`src/rtl/core/shfr_pkg.sv`:
```
// Shared types and constants of the sync header frame receiver.
package shfr_pkg;

    // Frame buffer geometry
    localparam int BUFFER_BYTES = 128;
    localparam int AW           = $clog2(BUFFER_BYTES);
    localparam int IW           = 8;

    // Byte codes
    localparam logic [7:0] SYNC_FIRST   = 8'hA5;
    localparam logic [7:0] SYNC_SECOND  = 8'h5A;
    localparam logic [7:0] CMD_POSITION = 8'hA6;
    localparam logic [7:0] CMD_INIT     = 8'hA9;

    // Command kinds reported with a result
    localparam logic [1:0] KIND_NONE = 2'd0;
    localparam logic [1:0] KIND_POS  = 2'd1;
    localparam logic [1:0] KIND_INIT = 2'd2;

    localparam logic [15:0] STEER_RESET = 16'd1400;

    // Output tdata width: 37 field bits padded to whole bytes
    localparam int RES_BITS  = 37;
    localparam int RES_BYTES = (RES_BITS + 7) / 8;

    typedef logic [7:0]    t_byte;
    typedef logic [AW-1:0] t_addr;

    // Frame store access from the controller
    typedef struct packed {
        logic  wr_en;
        t_addr wr_addr;
        t_byte wr_data;
        logic  rd_en;
        t_addr rd_addr;
    } t_mem_req;

    // One result item
    typedef struct packed {
        logic        frame_done;
        logic        checksum_ok;
        logic [1:0]  command_kind;
        logic [15:0] steer_position;
        logic [15:0] sail_position;
        logic        init_seen;
    } t_result;

endpackage

```
`src/rtl/core/shfr_store.sv`:
```
// Frame byte store: one write and one registered read port, per-entry valid bits.
module shfr_store (
    input  logic             i_clk,
    input  logic             i_rst_n,
    input  shfr_pkg::t_mem_req i_req,
    output shfr_pkg::t_byte  o_rd_data
);
    import shfr_pkg::*;

    t_byte                   mem [BUFFER_BYTES];
    logic [BUFFER_BYTES-1:0] r_vld;
    t_byte                   r_rd_data;
    logic                    r_rd_vld;

    // Write the array
    always_ff @(posedge i_clk) begin
        if (i_req.wr_en) begin
            mem[i_req.wr_addr] <= i_req.wr_data;
        end
    end

    // Mark written entries; reset makes every entry read as zero
    always_ff @(posedge i_clk) begin
        if (!i_rst_n) begin
            r_vld <= '0;
        end else if (i_req.wr_en) begin
            r_vld[i_req.wr_addr] <= 1'b1;
        end
    end

    // Registered read
    always_ff @(posedge i_clk) begin
        if (i_req.rd_en) begin
            r_rd_data <= mem[i_req.rd_addr];
            r_rd_vld  <= r_vld[i_req.rd_addr];
        end
    end

    assign o_rd_data = r_rd_vld ? r_rd_data : '0;

endmodule

```
`src/rtl/core/shfr_ctrl.sv`:
```
// Receive sequencer: index and header tracking, checksum walk, latched positions.
module shfr_ctrl (
    input  logic               i_clk,
    input  logic               i_rst_n,
    input  logic               i_byte_vld,
    input  shfr_pkg::t_byte    i_byte,
    output logic               o_byte_rdy,
    output shfr_pkg::t_mem_req o_mem_req,
    input  shfr_pkg::t_byte    i_rd_data,
    output logic               o_res_vld,
    output shfr_pkg::t_result  o_res,
    input  logic               i_res_rdy
);
    import shfr_pkg::*;

    localparam logic [1:0] S_IDLE = 2'd0;
    localparam logic [1:0] S_WALK = 2'd1;
    localparam logic [1:0] S_FIN  = 2'd2;
    localparam logic [1:0] S_OUT  = 2'd3;

    logic [1:0]    r_state, n_state;
    logic [IW-1:0] r_idx, n_idx;
    logic          r_hdr, n_hdr;
    t_byte         r_len, n_len;
    logic [15:0]   r_steer, n_steer;
    logic [15:0]   r_sail, n_sail;
    logic          r_init, n_init;
    logic          r_len_ok, n_len_ok;
    t_byte         r_lim, n_lim;
    t_addr         r_end, n_end;
    t_addr         r_addr, n_addr;
    logic          r_issue, n_issue;
    logic          r_rsp_vld, n_rsp_vld;
    t_addr         r_rsp_addr, n_rsp_addr;
    t_byte         r_sum, n_sum;
    t_byte         r_chk, n_chk;
    t_byte         r_cap [1:5];
    t_byte         n_cap [1:5];
    logic          r_res_done, n_res_done;
    logic          r_res_ok, n_res_ok;
    logic [1:0]    r_res_kind, n_res_kind;

    logic          is_sync1, is_sync2, is_plain, do_store;
    logic [IW-1:0] idx_inc;
    t_byte         len_new, lim_new, rsp_ext;
    logic          done_now, fin_ok;

    // Decode the offered byte
    assign is_sync1 = (i_byte == SYNC_FIRST);
    assign is_sync2 = (i_byte == SYNC_SECOND);
    assign is_plain = !is_sync1 && !is_sync2;
    assign do_store = is_sync1 || (is_sync2 && !r_hdr) || is_plain;
    assign idx_inc  = r_idx + IW'(1);
    assign len_new  = (do_store && r_idx == '0) ? i_byte : r_len;
    assign done_now = is_plain && (idx_inc == len_new);
    assign lim_new  = len_new - 8'd2;
    assign rsp_ext  = IW'(r_rsp_addr);
    assign fin_ok   = r_len_ok && (r_sum == r_chk);

    assign o_byte_rdy = (r_state == S_IDLE);
    assign o_res_vld  = (r_state == S_OUT);
    assign o_res      = '{frame_done: r_res_done, checksum_ok: r_res_ok,
                          command_kind: r_res_kind, steer_position: r_steer,
                          sail_position: r_sail, init_seen: r_init};

    // Next state
    always_comb begin
        n_state    = r_state;
        n_idx      = r_idx;
        n_hdr      = r_hdr;
        n_len      = r_len;
        n_steer    = r_steer;
        n_sail     = r_sail;
        n_init     = r_init;
        n_len_ok   = r_len_ok;
        n_lim      = r_lim;
        n_end      = r_end;
        n_addr     = r_addr;
        n_issue    = r_issue;
        n_rsp_vld  = 1'b0;
        n_rsp_addr = r_addr;
        n_sum      = r_sum;
        n_chk      = r_chk;
        n_cap      = r_cap;
        n_res_done = r_res_done;
        n_res_ok   = r_res_ok;
        n_res_kind = r_res_kind;
        o_mem_req  = '0;
        case (r_state)
            S_IDLE: begin
                if (i_byte_vld) begin
                    // Store the byte and advance or resync the index
                    o_mem_req.wr_en   = do_store;
                    o_mem_req.wr_addr = r_idx[AW-1:0];
                    o_mem_req.wr_data = i_byte;
                    n_hdr = is_sync1;
                    n_len = len_new;
                    if (done_now) begin
                        n_idx = '0;
                    end else if (do_store) begin
                        n_idx = (idx_inc >= IW'(BUFFER_BYTES)) ? IW'(BUFFER_BYTES - 1)
                                                               : idx_inc;
                    end else begin
                        n_idx = '0;
                    end
                    n_res_done = 1'b0;
                    n_res_ok   = 1'b0;
                    n_res_kind = KIND_NONE;
                    if (done_now) begin
                        n_len_ok = (len_new >= 8'd3) && (len_new <= IW'(BUFFER_BYTES));
                        n_lim    = lim_new;
                        n_end    = (lim_new >= 8'd5) ? lim_new[AW-1:0] : AW'(5);
                        n_addr   = '0;
                        n_issue  = 1'b1;
                        n_sum    = '0;
                        n_state  = ((len_new >= 8'd3) && (len_new <= IW'(BUFFER_BYTES)))
                                   ? S_WALK : S_FIN;
                    end else begin
                        n_state = S_OUT;
                    end
                end
            end
            S_WALK: begin
                // Issue one read a cycle up to the last needed byte
                if (r_issue) begin
                    o_mem_req.rd_en   = 1'b1;
                    o_mem_req.rd_addr = r_addr;
                    n_rsp_vld         = 1'b1;
                    if (r_addr == r_end) begin
                        n_issue = 1'b0;
                    end else begin
                        n_addr = r_addr + AW'(1);
                    end
                end
                // Accumulate the sum, pick the check byte and the command bytes
                if (r_rsp_vld) begin
                    if (rsp_ext < r_lim) begin
                        n_sum = r_sum + i_rd_data;
                    end
                    if (rsp_ext == r_lim) begin
                        n_chk = i_rd_data;
                    end
                    if (r_rsp_addr >= AW'(1) && r_rsp_addr <= AW'(5)) begin
                        n_cap[r_rsp_addr[2:0]] = i_rd_data;
                    end
                    if (r_rsp_addr == r_end) begin
                        n_state = S_FIN;
                    end
                end
            end
            S_FIN: begin
                // Judge the frame and latch the positions on a known command
                n_res_done = 1'b1;
                n_res_ok   = fin_ok;
                n_res_kind = KIND_NONE;
                if (fin_ok && (r_cap[1] == CMD_POSITION || r_cap[1] == CMD_INIT)) begin
                    n_steer    = {r_cap[2], r_cap[3]};
                    n_sail     = {r_cap[4], r_cap[5]};
                    n_res_kind = KIND_POS;
                    if (r_cap[1] == CMD_INIT) begin
                        n_init     = 1'b1;
                        n_res_kind = KIND_INIT;
                    end
                end
                n_state = S_OUT;
            end
            S_OUT: begin
                // Hold the result until the output slot takes it
                if (i_res_rdy) begin
                    n_state = S_IDLE;
                end
            end
            default: begin
                n_state = S_IDLE;
            end
        endcase
    end

    // Control registers
    always_ff @(posedge i_clk) begin
        if (!i_rst_n) begin
            r_state   <= S_IDLE;
            r_idx     <= '0;
            r_hdr     <= 1'b0;
            r_len     <= '0;
            r_steer   <= STEER_RESET;
            r_sail    <= '0;
            r_init    <= 1'b0;
            r_issue   <= 1'b0;
            r_rsp_vld <= 1'b0;
        end else begin
            r_state   <= n_state;
            r_idx     <= n_idx;
            r_hdr     <= n_hdr;
            r_len     <= n_len;
            r_steer   <= n_steer;
            r_sail    <= n_sail;
            r_init    <= n_init;
            r_issue   <= n_issue;
            r_rsp_vld <= n_rsp_vld;
        end
    end

    // Walk and result payload
    always_ff @(posedge i_clk) begin
        r_len_ok   <= n_len_ok;
        r_lim      <= n_lim;
        r_end      <= n_end;
        r_addr     <= n_addr;
        r_rsp_addr <= n_rsp_addr;
        r_sum      <= n_sum;
        r_chk      <= n_chk;
        r_cap      <= n_cap;
        r_res_done <= n_res_done;
        r_res_ok   <= n_res_ok;
        r_res_kind <= n_res_kind;
    end

    a_idx_range: assert property (@(posedge i_clk) disable iff (!i_rst_n)
        r_idx <= IW'(BUFFER_BYTES - 1))
        else $error("write index beyond buffer end");

    a_init_sticky: assert property (@(posedge i_clk) disable iff (!i_rst_n)
        $past(i_rst_n) |-> !$fell(r_init))
        else $error("init flag cleared without reset");

    a_fail_holds: assert property (@(posedge i_clk) disable iff (!i_rst_n)
        (r_state == S_FIN && !fin_ok) |=> ($stable(r_steer) && $stable(r_sail)))
        else $error("positions changed on a failed frame");

    a_read_in_walk: assert property (@(posedge i_clk) disable iff (!i_rst_n)
        o_mem_req.rd_en |-> (r_state == S_WALK))
        else $error("store read outside the checksum walk");

    a_write_on_accept: assert property (@(posedge i_clk) disable iff (!i_rst_n)
        o_mem_req.wr_en |-> (r_state == S_IDLE && i_byte_vld))
        else $error("store write without an accepted item");

endmodule

```
`src/rtl/core/sync_header_frame_receiver.sv`:
```
// Top level: byte stream in, one result item per byte out through an output register.
// A byte that completes no frame goes straight to its result; one that completes a frame
// whose length L lies outside 3..BUFFER_BYTES is judged failed without reading the store;
// else the checksum walk first reads store bytes 0..max(L-2,5), one a cycle.
// One item at a time: no new byte is accepted until the last result enters the output register.
// Reset (i_rst_n low, synchronous) clears index, header, positions (steer 1400), valid bits.
module sync_header_frame_receiver (
    input  logic                              i_clk,
    input  logic                              i_rst_n,
    input  logic                              i_s_axis_tvalid,
    output logic                              o_s_axis_tready,
    input  logic [7:0]                        i_s_axis_tdata,  // [7:0] rx_byte
    output logic                              o_m_axis_tvalid,
    input  logic                              i_m_axis_tready,
    // [0] frame_done, [1] checksum_ok, [3:2] command_kind, [19:4] steer_position,
    // [35:20] sail_position, [36] init_seen, [39:37] zero
    output logic [shfr_pkg::RES_BYTES*8-1:0] o_m_axis_tdata
);
    import shfr_pkg::*;

    t_mem_req mem_req;
    t_byte    rd_data;
    logic     res_vld;
    logic     res_rdy;
    t_result  res;

    logic                   r_m_vld;
    logic [RES_BYTES*8-1:0] r_m_data;

    shfr_store u_store (
        .i_clk     (i_clk),
        .i_rst_n   (i_rst_n),
        .i_req     (mem_req),
        .o_rd_data (rd_data)
    );

    shfr_ctrl u_ctrl (
        .i_clk      (i_clk),
        .i_rst_n    (i_rst_n),
        .i_byte_vld (i_s_axis_tvalid),
        .i_byte     (i_s_axis_tdata),
        .o_byte_rdy (o_s_axis_tready),
        .o_mem_req  (mem_req),
        .i_rd_data  (rd_data),
        .o_res_vld  (res_vld),
        .o_res      (res),
        .i_res_rdy  (res_rdy)
    );

    // Output slot is free when empty or being drained
    assign res_rdy = !r_m_vld || i_m_axis_tready;

    always_ff @(posedge i_clk) begin
        if (!i_rst_n) begin
            r_m_vld <= 1'b0;
        end else if (res_rdy) begin
            r_m_vld <= res_vld;
        end
    end

    // Pack the result item, first field lowest
    always_ff @(posedge i_clk) begin
        if (res_vld && res_rdy) begin
            r_m_data <= {(RES_BYTES*8 - RES_BITS)'(0), res.init_seen, res.sail_position,
                         res.steer_position, res.command_kind, res.checksum_ok,
                         res.frame_done};
        end
    end

    assign o_m_axis_tvalid = r_m_vld;
    assign o_m_axis_tdata  = r_m_data;

endmodule

```
`config.mk`:
```
export PLATFORM = sky130hd
export DESIGN_NAME = sync_header_frame_receiver
export DESIGN_NICKNAME = d
export VERILOG_FILES = /design/src/rtl/core/shfr_pkg.sv /design/src/rtl/core/shfr_store.sv /design/src/rtl/core/shfr_ctrl.sv /design/src/rtl/core/sync_header_frame_receiver.sv
export SDC_FILE = /design/constraint.sdc
export NUM_CORES = 2
export LEC_CHECK = 0
export BUFFER_PORTS_ARGS = -buffer_cell sky130_fd_sc_hd__buf_2
export CORE_MARGIN = 5
export CORE_UTILIZATION = 35
export DETAILED_ROUTE_END_ITERATION = 10
export GPL_TIMING_DRIVEN = 0
export PLACE_DENSITY = 0.57
export SYNTH_ARGS = -nofsm -noshare
export SYNTH_HDL_FRONTEND = slang
export SYNTH_SLANG_ARGS = --single-unit
```
`constraint.sdc`:
```
create_clock -name i_clk -period 4.9 [get_ports i_clk]
set_input_delay 0.49 -clock i_clk [delete_from_list [all_inputs] [get_ports i_clk]]
set_output_delay 0.49 -clock i_clk [all_outputs]
set_load 0.02 [all_outputs]
```
==> reports/results.ini <==
[pwr]
power_frac_comb_pct=12.5
report.power.total_mw=27.3
p_int_mw=20.2
p_clk_share_pct=39.4
power.net_switching_mw=7.07
p_sw_share_pct=25.9
p_per_area_nw_per_um2=438
power_leakage_nw=21.1
ir_drop_v=0.000360
seqPwrFrac_pct=48.0

[worst_setup_path]
critPathRequiredTime_ns=5.34
rrSetupSlack_ns=0.05
worstSetupEndpointType=flop
timing.rr.start=u_ctrl.n_rsp_addr[0]$_SDFFCE_PP0P_
start_kind=flop
cp.arrival_ns=5.29
max_stage_delay_ns=0.77
r2r_cells=11
cp_max_fo=10
path_buf_inv=6
worstPathCellList=buf_2 > buf_2 > buf_2 > clkbuf_1 > clkdlybuf4s15_2 > clkbuf_1 > a21oi_1 > a22oi_1 > o2111ai_1 > nand3_1 > nand4_1
path_delay_family=buffers and inverters
worst-setup-path-type=flop to flop
cpMaxStageDelayCell=clkbuf_1
cp_common_cell=buf_2
rr_endpoint=u_store.r_rd_data[5]$_DFFE_PP_

[sta]
worst_pin_slew_ns=1.57
setup_tns_ns=0
slew_headroom_pct=-5.07
post-route-period-util_pct=99.0
fmax_ghz=0.206
hold_viol=0
report.final.slew_viol_count=8
setup_viol=0
fin_hold_ws_ns=0.105
rsz0062_at_grt=yes
skew_ns=0.0263
period_minus_slack_ns=4.85

[clocking]
clk_path_buf_depth=3
numCtsBuffers=148
hold_buffers=0
clkTransAtPathRegs_ns=0.05
cts_tree=built
cts_root_buf=clkbuf_16
cts.sinks=1343
clk_latency_ns=0.78
ctsHtreeMaxLevel=4

[hold_path]
hp-class=input port to flop
min-delay-start=i_m_axis_tready
worstHoldEndpoint=o_m_axis_tvalid$_SDFFE_PN0N_
whs_path_depth=3

[routing]
drc=0
first_pass_iters=6
drt_wl_total_um=163000
wl_per_cell_um=25.2
drtIter0Drc=3848
vias_per_cell=5.43
vias=35000
ant_nets=0

[logic_synthesis]
async_flop_share_pct=0
synth_cell_types=74
yosysTopAreaCell=edfxtp_1
synthXorXnorAreaFrac_pct=0.906
netlist_instances=4074
synth_mux_area_share_pct=3.97
synth_compound_gate_area_share_pct=10.5
synthSimpleGateAreaFrac_pct=10.9
yosysSeqAreaShare_pct=71.0
ys_seq_elements=1343
synth_warnings=0
yosysTopAreaCellShare_pct=63.9
synth_fa_ha_area_share_pct=0.545
postSynthAreaPerCell_um2=13.3
ys.flop_type=edfxtp_1
yosys-top-cells-area=edfxtp_1, dfxtp_1, nand2_1
synth-edff-count=1153
synth_top_family_by_area=simple AND/OR/NAND/NOR gates
synth_area_um2=54200

[finish]
syn2layout_area_growth_pct=14.9
final_cell_mix=edfxtp_1, nand2_1, nor2_1
fillers=14300
final_common_cell=edfxtp_1
layout-drive-gt1-share_pct=9.38
final_cells=6458
nNetsFinal=4325

[grt]
top_usage_layer=met2
grt_use_met3_pct=4.60
antenna_found_initial=5
gr-usage-met2_pct=30.2
grt_max_degree=57
grt_overflow=0
grt_pass1_wl_um=235000
use_met1_pct=26.6
grt_util_all_layers_pct=19.6
grt_pass1_vias=33700

[floorplan]
die-height_um=403
fp.dieArea_um2=163000
initial_core_util_pct=35.2
fp.dieW_um=403
core_area_um2=154000
ioPinCount=54
rows=144

[status]
violations=max-capacitance violations, max-slew violations
status=complete, but fails checks

[place]
place_hpwl_um=114000
placedCellCount=6185
port_buffers=49
gp_congestion=0.935

[run]
drv_cap=1

## cell families (layout without fill, tap and decap cells)
family | Yosys count | in the layout
flip-flops | 1343 | 1343
AND/OR/NAND/NOR | 1301 | 1301
AO/OA/AOI/OAI | 838 | 838
buffers and inverters | 303 | 639
multiplexers | 209 | 209
XOR/XNOR | 56 | 56
adder cells (fa/ha/maj) | 23 | 23
other | 1 | 5
## sequential cells by signal (all words and copies together) (netlist names), 2 cells and up
signal and cells:
u_ctrl.r_sail 16, u_ctrl.r_rsp_addr 7, u_ctrl.r_sum 8, o_m_axis_tdata 37
u_ctrl.n_rsp_addr 7, u_ctrl.r_steer 16, u_ctrl.r_len 8, u_ctrl.r_end 7
u_store.mem 1024, u_store.r_rd_data 8, u_ctrl.r_cap 40, u_ctrl.r_state 2
u_ctrl.r_idx 8, u_ctrl.r_chk 8, u_ctrl.r_lim 8, u_store.r_vld 128
u_ctrl.r_res_kind 2
## area by class of cell
class	count	area (um^2)	share of cell area (%)
well taps	2044	2560	4.11
plain buffers	276	1130	1.82
diodes	2	5.00	0.00804
inverters	26	97.6	0.157
multi-input cells	2430	14700	23.6
repair buffers	65	656	1.05
flip-flops and latches	1343	38400	61.7
clock inverters	70	607	0.975
clock buffers	202	4080	6.55
## worst reg2reg max path: stages (launching register included)
cell and delay, ns:
edfxtp_1 0.41, buf_2 0.28, buf_2 0.31, buf_2 0.38
clkbuf_1 0.77, clkdlybuf4s15_2 0.65, clkbuf_1 0.57, a21oi_1 0.24
a22oi_1 0.20, o2111ai_1 0.18, nand3_1 0.30, nand4_1 0.24
## worst max path at each step
stage                                             from                             end  slack (ns)  cells past startpoint
floorplan                 u_ctrl.r_idx[0]$_SDFFE_PN0P_   u_ctrl.r_end[0]$_SDFFCE_PN1P_        1.45                     11
global placement        u_ctrl.r_state[0]$_SDFFE_PN0P_    u_store.mem[93][3]$_DFFE_PP_       -1.95                      4
detailed placement      u_ctrl.r_state[1]$_SDFFE_PN0P_  u_store.r_rd_data[4]$_DFFE_PP_       -0.72                     14
CTS                     u_ctrl.r_state[1]$_SDFFE_PN0P_  u_store.r_rd_data[0]$_DFFE_PP_       0.004                     13
global route            u_ctrl.r_state[1]$_SDFFE_PN0P_  u_store.r_rd_data[6]$_DFFE_PP_       -0.01                     13
finish              u_ctrl.n_rsp_addr[0]$_SDFFCE_PP0P_  u_store.r_rd_data[5]$_DFFE_PP_        0.05                     11
## through the flow
step / area (um^2) / util [%] / setup WS [ns]
after global placement: 57000 / 37.0 / -1.95
final: 62200 / 40.4 / 0.0486
after CTS: 62200 / 40.4 / 0.00361
after floorplan: 54200 / - / 1.45
after global routing: 62200 / 40.4 / -0.00980
after detailed placement: 57400 / 37.3 / -0.722
## synth_stat cells, types with 26 or more instances
| cell type | count |
|---|---|
| edfxtp_1 | 1153 |
| a21oi_1 | 213 |
| o2111ai_1 | 32 |
| nor2b_1 | 38 |
| nand3_1 | 136 |
| inv_1 | 26 |
| a22oi_1 | 34 |
| a311oi_1 | 104 |
| nand2_1 | 523 |
| xnor2_1 | 45 |
| nor3_1 | 48 |
| and2_1 | 96 |
| nor2_1 | 322 |
| o21ai_0 | 102 |
| mux2_2 | 48 |
| mux2i_1 | 161 |
| a211oi_1 | 86 |
| o21a_1 | 132 |
| and3_1 | 55 |
| dfxtp_1 | 190 |
| nand4_1 | 45 |
| a31oi_1 | 41 |
| clkbuf_1 | 215 |
| buf_1 | 40 |
## power groups by stage
stage	sequential (mW)	clock, mW	combinational [mW]
floorplan	13.4	0	1.84
global placement	13.5	0	3.16
detailed placement	13.3	0	3.36
CTS	13.1	10.9	3.38
global route	13.1	11.4	3.62
finish	13.1	10.8	3.41
## per-layer routing
metal	wire length, um	vias to the layer above	share of wire, %
met5	0	-	0
met4	6740	0	4.1
met3	14200	313	8.7
met2	73000	1482	45
met1	69000	17500	42
li1	-	15800	-
## what timing repair did
| item | CTS | global route |
|---|---|---|
| resized for setup | 30 | 48 |
| setup endpoints to repair | 8 | 9 |
| setup buffers | 0 | 0 |
(Power assumes the default switching activity.)
